--- src/rtl/core/tts_pkg.sv ---
// Package for the timer task scheduler: result kinds, register indices and shared types.
// No dependencies.
`default_nettype none
package tts_pkg;
    localparam logic [1:0] KIND_ADD_OK   = 2'd0;
    localparam logic [1:0] KIND_ADD_FULL = 2'd1;
    localparam logic [1:0] KIND_FIRED    = 2'd2;
    localparam logic [1:0] KIND_WAIT     = 2'd3;

    localparam logic [1:0] CFG_WAIT_FLOOR   = 2'd0;
    localparam logic [1:0] CFG_WAIT_CEILING = 2'd1;
    localparam logic [1:0] CFG_LATE_LIMIT   = 2'd2;

    // candidate handed along the scan chain
    typedef struct packed {
        logic        found;
        logic [31:0] rel;
        logic [7:0]  slot;
    } cand_t;

    // control from sequencer to every cell
    typedef struct packed {
        logic        clr;
        logic        write;
        logic        retire;
        logic        resched;
        logic [7:0]  slot;
        logic [7:0]  task_id;
        logic [31:0] due;
        logic [23:0] interval;
        logic        periodic;
    } cell_ctl_t;
endpackage
`default_nettype wire

--- src/rtl/core/tts_cell.sv ---
// One timer slot; compares its signed distance to now against the candidate
// arriving from the previous cell and registers the better one. Uses tts_pkg.
`default_nettype none
module tts_cell #(
    parameter int IDX_W = 4,
    parameter int IDX   = 0
) (
    input  wire                 aclk,
    input  wire                 aresetn,
    input  tts_pkg::cell_ctl_t  ctl,
    input  wire  [31:0]         now,
    input  wire  [31:0]         new_due,
    input  tts_pkg::cand_t      cand_in,
    output tts_pkg::cand_t      cand_out,
    output logic                valid,
    output logic [7:0]          task_id,
    output logic [31:0]         due,
    output logic [23:0]         interval,
    output logic                periodic
);
    import tts_pkg::*;

    logic        valid_reg;
    logic [31:0] due_reg;
    logic [23:0] ivl_reg;
    logic        per_reg;
    logic [7:0]  id_reg;
    cand_t       cand_reg;
    logic [31:0] rel;
    logic        better;
    logic        hit;

    assign hit = (ctl.slot[IDX_W-1:0] == IDX_W'(IDX));
    assign rel = due_reg - now;
    // strictly smaller wins, so the lower slot keeps ties
    assign better = valid_reg &&
                    (!cand_in.found || ($signed(rel) < $signed(cand_in.rel)));

    // slot state
    always_ff @(posedge aclk) begin
        if (!aresetn) begin
            valid_reg <= 1'b0;
        end else if (ctl.write && hit) begin
            valid_reg <= 1'b1;
        end else if (ctl.retire && hit) begin
            valid_reg <= 1'b0;
        end
        if (ctl.write && hit) begin
            due_reg <= ctl.due;
            ivl_reg <= ctl.interval;
            per_reg <= ctl.periodic;
            id_reg  <= ctl.task_id;
        end else if (ctl.resched && hit) begin
            due_reg <= new_due;
        end
    end

    // scan stage
    always_ff @(posedge aclk) begin
        if (!aresetn || ctl.clr) begin
            cand_reg <= '0;
        end else if (better) begin
            cand_reg <= '{found: 1'b1, rel: rel, slot: 8'(IDX)};
        end else begin
            cand_reg <= cand_in;
        end
    end

    assign cand_out = cand_reg;
    assign valid    = valid_reg;
    assign task_id  = id_reg;
    assign due      = due_reg;
    assign interval = ivl_reg;
    assign periodic = per_reg;
endmodule
`default_nettype wire

--- src/rtl/core/timer_task_scheduler.sv ---
// Top level of the timer task scheduler: sequencer, output register and a
// chain of tts_cell slots. Uses tts_pkg and tts_cell.
//
//  channel | direction | contents
//  s_      | in        | tdata = task_id, due_time, interval, periodic, now; tuser = mode
//  m_      | out       | tdata = fired_id, fire_time, wait_ms; tuser = kind; tlast = last
//  cfg_    | in        | register index and 16-bit write data
//
// An add finds the lowest free slot with a counter walking the valid bits.
// Each head search in a poll clears the chain and ripples the candidate down the
// NUM_SLOTS cells; each firing is followed by a new search, and the poll ends
// with the wait report. Synchronous active-low reset clears all slots' valid
// flags, the output valid and the counters, and sets the three config registers to their defaults.
// A stalled m_ side holds the sequencer; s_tready is high only between items.
`default_nettype none
module timer_task_scheduler #(
    parameter int NUM_SLOTS = 16,
    parameter int MAX_FIRES = 63
) (
    input  wire         aclk,
    input  wire         aresetn,
    input  wire         s_tvalid,
    output logic        s_tready,
    input  wire  [103:0] s_tdata,  // task_id[7:0] due_time[39:8] interval[63:40]
                                   // periodic[64] now[96:65], zero pad
    input  wire         s_tuser,   // mode
    output logic        m_tvalid,
    input  wire         m_tready,
    output logic [71:0] m_tdata,   // fired_id[7:0] fire_time[39:8] wait_ms[70:40], pad
    output logic [1:0]  m_tuser,   // kind
    output logic        m_tlast,
    input  wire         cfg_valid,
    output logic        cfg_ready,
    input  wire  [1:0]  cfg_index,
    input  wire  [15:0] cfg_data
);
    import tts_pkg::*;

    localparam int IDX_W  = (NUM_SLOTS > 1) ? $clog2(NUM_SLOTS) : 1;
    localparam int CNT_W  = $clog2(NUM_SLOTS + 2);
    localparam int FIRE_W = $clog2(MAX_FIRES + 1);

    localparam logic [2:0] ST_IDLE = 3'd0;
    localparam logic [2:0] ST_ADD  = 3'd1;
    localparam logic [2:0] ST_SCAN = 3'd2;
    localparam logic [2:0] ST_HEAD = 3'd3;
    localparam logic [2:0] ST_OUT  = 3'd4;

    logic [2:0]  state_reg, state_next;
    logic [15:0] floor_reg, ceil_reg, late_reg;
    logic [7:0]  id_in_reg;
    logic [31:0] due_in_reg, now_reg;
    logic [23:0] ivl_in_reg;
    logic        per_in_reg;
    logic [CNT_W-1:0]  cnt_reg;
    logic [FIRE_W-1:0] fires_reg;
    logic        fired_any_reg;

    logic        o_valid_reg;
    logic [1:0]  o_kind_reg;
    logic [7:0]  o_id_reg;
    logic [31:0] o_time_reg;
    logic [30:0] o_wait_reg;
    logic        o_last_reg;

    cell_ctl_t ctl;
    cand_t     chain [NUM_SLOTS+1];
    logic [NUM_SLOTS-1:0] v_vec;
    logic [7:0]  ids  [NUM_SLOTS];
    logic [31:0] dues [NUM_SLOTS];
    logic [23:0] ivls [NUM_SLOTS];
    logic        pers [NUM_SLOTS];
    logic [31:0] new_due;
    logic [7:0]  free_slot;
    logic        free_found;

    assign chain[0] = '0;

    genvar g;
    generate
        for (g = 0; g < NUM_SLOTS; g++) begin : g_cell
            tts_cell #(.IDX_W(IDX_W), .IDX(g)) u_cell (
                .aclk(aclk), .aresetn(aresetn), .ctl(ctl), .now(now_reg),
                .new_due(new_due), .cand_in(chain[g]), .cand_out(chain[g+1]),
                .valid(v_vec[g]), .task_id(ids[g]), .due(dues[g]),
                .interval(ivls[g]), .periodic(pers[g])
            );
        end
    endgenerate

    // lowest free slot, found by a counter walking the valid bits
    logic [7:0]  free_reg;
    logic        free_hit_reg;
    assign free_slot  = free_reg;
    assign free_found = free_hit_reg;

    // head data
    cand_t       head;
    logic [IDX_W-1:0] hidx;
    logic        late;
    logic [31:0] ft;
    assign head = chain[NUM_SLOTS];
    assign hidx = head.slot[IDX_W-1:0];
    assign late = $signed(head.rel) < -$signed({16'd0, late_reg});
    assign ft   = late ? now_reg : dues[hidx];
    assign new_due = {8'd0, ivls[hidx]} + ft;

    logic out_free;
    logic o_load;
    assign out_free = !o_valid_reg || m_tready;
    // output register takes a new result this cycle
    assign o_load   = out_free && ((state_reg == ST_ADD && cnt_reg == CNT_W'(NUM_SLOTS))
                                   || state_reg == ST_HEAD);

    always_comb begin
        state_next = state_reg;
        ctl = '0;
        ctl.slot     = head.slot;
        ctl.task_id  = id_in_reg;
        ctl.due      = due_in_reg;
        ctl.interval = ivl_in_reg;
        ctl.periodic = per_in_reg;
        case (state_reg)
            ST_IDLE: begin
                ctl.clr = 1'b1;
                if (s_tvalid) begin
                    state_next = s_tuser ? ST_SCAN : ST_ADD;
                end
            end
            ST_ADD: begin
                if (cnt_reg == CNT_W'(NUM_SLOTS) && out_free) begin
                    ctl.write = free_found;
                    ctl.slot  = free_slot;
                    state_next = ST_IDLE;
                end
            end
            ST_SCAN: begin
                if (cnt_reg == CNT_W'(NUM_SLOTS)) begin
                    state_next = ST_HEAD;
                end
            end
            ST_HEAD: begin
                if (out_free) begin
                    ctl.clr = 1'b1;
                    if (!head.found || !head.rel[31] && head.rel != 32'd0
                        || fires_reg == FIRE_W'(MAX_FIRES)) begin
                        state_next = ST_OUT;
                    end else begin
                        ctl.resched = pers[hidx];
                        ctl.retire  = !pers[hidx];
                        state_next  = ST_SCAN;
                    end
                end
            end
            ST_OUT: begin
                if (out_free) begin
                    state_next = ST_IDLE;
                end
            end
            default: state_next = ST_IDLE;
        endcase
    end

    always_ff @(posedge aclk) begin
        if (!aresetn) begin
            state_reg   <= ST_IDLE;
            floor_reg   <= 16'd50;
            ceil_reg    <= 16'd1000;
            late_reg    <= 16'd1000;
            o_valid_reg <= 1'b0;
            cnt_reg     <= '0;
            fires_reg   <= '0;
        end else begin
            state_reg <= state_next;
            if (o_valid_reg && m_tready && !o_load) begin
                o_valid_reg <= 1'b0;
            end
            if (cfg_valid && cfg_ready) begin
                case (cfg_index)
                    CFG_WAIT_FLOOR:   floor_reg <= cfg_data;
                    CFG_WAIT_CEILING: ceil_reg  <= cfg_data;
                    CFG_LATE_LIMIT:   late_reg  <= cfg_data;
                    default: ;
                endcase
            end
            case (state_reg)
                ST_IDLE: begin
                    cnt_reg       <= '0;
                    fires_reg     <= '0;
                    fired_any_reg <= 1'b0;
                    free_hit_reg  <= 1'b0;
                    free_reg      <= '0;
                    if (s_tvalid) begin
                        id_in_reg  <= s_tdata[7:0];
                        due_in_reg <= s_tdata[39:8];
                        ivl_in_reg <= s_tdata[63:40];
                        per_in_reg <= s_tdata[64];
                        now_reg    <= s_tdata[96:65];
                    end
                end
                ST_ADD: begin
                    if (cnt_reg != CNT_W'(NUM_SLOTS)) begin
                        if (!free_hit_reg && !v_vec[cnt_reg[IDX_W-1:0]]) begin
                            free_hit_reg <= 1'b1;
                            free_reg     <= 8'(cnt_reg);
                        end
                        cnt_reg <= cnt_reg + 1'b1;
                    end else if (out_free) begin
                        o_valid_reg <= 1'b1;
                        o_kind_reg  <= free_found ? KIND_ADD_OK : KIND_ADD_FULL;
                        o_id_reg    <= id_in_reg;
                        o_time_reg  <= '0;
                        o_wait_reg  <= '0;
                        o_last_reg  <= 1'b1;
                    end
                end
                ST_SCAN: begin
                    cnt_reg <= cnt_reg + 1'b1;
                end
                ST_HEAD: begin
                    cnt_reg <= '0;
                    if (out_free) begin
                        o_valid_reg <= 1'b1;
                        if (!head.found) begin
                            o_kind_reg <= KIND_WAIT;
                            o_id_reg   <= '0;
                            o_time_reg <= '0;
                            o_wait_reg <= fired_any_reg ? {15'd0, floor_reg}
                                                        : {15'd0, ceil_reg};
                            o_last_reg <= 1'b1;
                        end else if (!head.rel[31] && head.rel != 32'd0) begin
                            o_kind_reg <= KIND_WAIT;
                            o_id_reg   <= '0;
                            o_time_reg <= '0;
                            o_wait_reg <= head.rel[30:0];
                            o_last_reg <= 1'b1;
                        end else if (fires_reg == FIRE_W'(MAX_FIRES)) begin
                            o_kind_reg <= KIND_WAIT;
                            o_id_reg   <= '0;
                            o_time_reg <= '0;
                            o_wait_reg <= '0;
                            o_last_reg <= 1'b1;
                        end else begin
                            o_kind_reg    <= KIND_FIRED;
                            o_id_reg      <= ids[hidx];
                            o_time_reg    <= ft;
                            o_wait_reg    <= '0;
                            o_last_reg    <= 1'b0;
                            fires_reg     <= fires_reg + 1'b1;
                            fired_any_reg <= 1'b1;
                        end
                    end
                end
                default: ;
            endcase
        end
    end

    assign s_tready  = (state_reg == ST_IDLE);
    assign cfg_ready = 1'b1;
    assign m_tvalid  = o_valid_reg;
    assign m_tdata   = {1'b0, o_wait_reg, o_time_reg, o_id_reg};
    assign m_tuser   = o_kind_reg;
    assign m_tlast   = o_last_reg;

`ifndef SYNTH
    // fire count never exceeds the cap
    a_cap: assert property (@(posedge aclk) disable iff (!aresetn)
        fires_reg <= FIRE_W'(MAX_FIRES)) else $error("fire cap exceeded");
    // a wait report is always the last result of its item
    a_wait_last: assert property (@(posedge aclk) disable iff (!aresetn)
        o_valid_reg && o_kind_reg == KIND_WAIT |-> o_last_reg)
        else $error("wait report not last");
    // an accepted input always starts an item
    a_idle_take: assert property (@(posedge aclk) disable iff (!aresetn)
        s_tvalid && s_tready |=> state_reg != ST_IDLE)
        else $error("item not started");
`endif
endmodule
`default_nettype wire

--- config.mk ---
export PLATFORM = sky130hd
export DESIGN_NAME = timer_task_scheduler
export DESIGN_NICKNAME = d
export VERILOG_FILES = /design/src/rtl/core/tts_pkg.sv /design/src/rtl/core/tts_cell.sv /design/src/rtl/core/timer_task_scheduler.sv
export SDC_FILE = /design/constraint.sdc
export NUM_CORES = 2
export LEC_CHECK = 0
export BUFFER_PORTS_ARGS = -buffer_cell sky130_fd_sc_hd__buf_2
export CAP_MARGIN = 15
export CORE_MARGIN = 2
export CORE_UTILIZATION = 57
export DETAILED_ROUTE_END_ITERATION = 6
export GPL_ROUTABILITY_DRIVEN = 1
export GPL_TIMING_DRIVEN = 0
export PLACE_DENSITY_LB_ADDON = 0.1
export SETUP_SLACK_MARGIN = 0.4
export SYNTH_ARGS = -nofsm -noshare
export SYNTH_HDL_FRONTEND = slang
export SYNTH_HIERARCHICAL = 1
export SYNTH_SLANG_ARGS = --single-unit
--- constraint.sdc ---
create_clock -name aclk -period 7.2 [get_ports aclk]
set_clock_uncertainty 0.05 [all_clocks]
set_input_delay 0 -clock aclk [delete_from_list [all_inputs] [get_ports aclk]]
set_output_delay 0 -clock aclk [all_outputs]
set_load 0.1 [all_outputs]
==> run metrics <==
nets@finish=13870; final hold vios=0; element type at the critical path start=flop; Inst Count DP=15000; worst hold path type=input port to flop; grt ovf=0; Avg WL per Cell=32.53 um; All-Layer GR Usage=0.4493; Die ar.=220500 um^2; DRT Pass-1 Iters=7; row count=170; most common cell after layout, fill and taps aside=edfxtp_1; maximum VDD drop=393.8 uV; WL final=510900 um; vias post-DR=105400; initial antenna violation count=65; P&R area growth vs syn=15.36%; total of max-cap violations=0; footprint of the multi-input gates=68140 um^2; Leak=53.31 nW; CTS Sinks=1888; crit-path max cell delay=0.57 ns; CP arrival=7.56 ns; Starting Density=0.5746; mapped cell area=123600 um^2; die height=469.6 um; RSZ-0062 raised after global routing=yes; share of layout cells above drive strength 1=0.1705; Antenna Nets Post-Route=0; fin crit period=7.033 ns; H-tree levels=4; worst slew pin tran=1.390 ns; Area after DPL=131600 um^2; dpl hpwl=386900 um; DRC viols=6; Critical Path RT=7.73 ns; Non-Filler Instances=15710; first-pass GRT wire length=711800 um; I/O Buffers=196; number of global-route vias before repair=99270; largest net degree at the start of global routing=59; Via density=6.708; filler cell count=16280; routability congestion estimate from global placement=1.058; Final Setup Violations=0; CTS Root Buffer Type=clkbuf_16; Max Fclk=142.2 MHz; number of DRC markers in iteration 0=14210; Max Root-Sink Buffers=3; period utilization=0.9768; CP Class=flop to flop; synthesized instance count=11760; Worst-path clk slew=0.07 ns; Clk Latency, worst-skew pair=0.96 ns; Slew Limit Fails=0; Worst Hold Slack=0.1912 ns; Slew HR=0.07319; I/O Pins=206; sequential cell area=49980 um^2; Setup crit end kind=flop; CTS tree=built; Syn Area/Cell=10.51 um^2; Die Wd=469.6 um; Core Area=215000 um^2; outcome=finished, violations left; cell area after layout=142600 um^2; slowest cell on the critical path=or3_4; CTS Buf Count=198; power per cell area=195.0 nW/um^2; yosys warns=6; max reg flops=592; failing checks=DRC; most frequent cells in the layout=edfxtp_1, inv_1, ha_1; Crit Path Max Fanout=9
[per-layer routing]
layer	up-vias	wire [um]	global-route usage
li1	45080	-	-
met1	50930	186000	0.5691
met2	7614	214800	0.6589
met3	1712	65430	0.1285
met4	36	44530	0.3224
met5	-	267	0
[final timing paths]
check | startpoint | depth (start not counted) | slack [ns] | endpoint
setup / recovery | late_reg[3] | 28 | 0.17 | g_cell[15].u_cell/due[29]
hold / removal | cfg_valid | 5 | 0.19 | floor_reg[0]
setup reg to reg | late_reg[3] | 28 | 0.17 | g_cell[15].u_cell/due[29]
hold reg to reg | g_cell[7].u_cell/cand_out[2] | 1 | 0.36 | g_cell[8].u_cell/cand_out[2]
[worst max-delay path: cells and delay by family (launching register included)]
family	cells	cell delay (ns)
buf+inv	4	0.60
flops	1	0.33
fa+ha+maj	2	0.58
compound gates	8	1.56
simple gates	11	2.68
mux	3	0.84
[where the power goes]
part | internal [W] | leakage [nW] | switching [W]
combinational | 0.00181 | 33.6 | 0.00317
clock | 0.00613 | 3.31 | 0.00480
sequential | 0.0116 | 16.4 | 0.000279
total | 0.0195 | 53.3 | 0.00825
[what timing repair did]
action                     in CTS  in global routing
hold endpoints to repair      266                  0
resized for setup             158                 21
cloned                          5                  0
pin swaps                      37                 22
hold buffers                  249                  0
setup endpoints to repair     491                358
buffers inserted               40                  7
[metrics by stage]
| step | util | setup TNS (ns) | power (W) | worst slack [ns] |
|---|---|---|---|---|
| 2_1_floorplan | - | 0 | 0.01510 | 0.6747 |
| 3_5_place_dp | 0.6121 | -316.76 | 0.01676 | -1.524 |
| 3_3_place_gp | 0.5970 | -2888.12 | 0.01650 | -4.095 |
| 4_1_cts | 0.6613 | 0 | 0.02756 | 0.3216 |
| 5_1_grt | 0.6626 | 0 | 0.02856 | 0.04597 |
| 6_report | 0.6629 | 0 | 0.02780 | 0.1668 |
[final cells by class]
cell class / count / area share
Antenna cell: 39 / 0.0006846
Buffer: 422 / 0.01614
Clock buffer: 240 / 0.03688
Clock inverter: 127 / 0.01143
Inverter: 1218 / 0.03207
Multi-Input combinational cell: 8304 / 0.4780
Sequential cell: 1888 / 0.3506
Tap cell: 2838 / 0.02491
Timing Repair Buffer: 633 / 0.04933
Power figures use the tool's default switching activity.
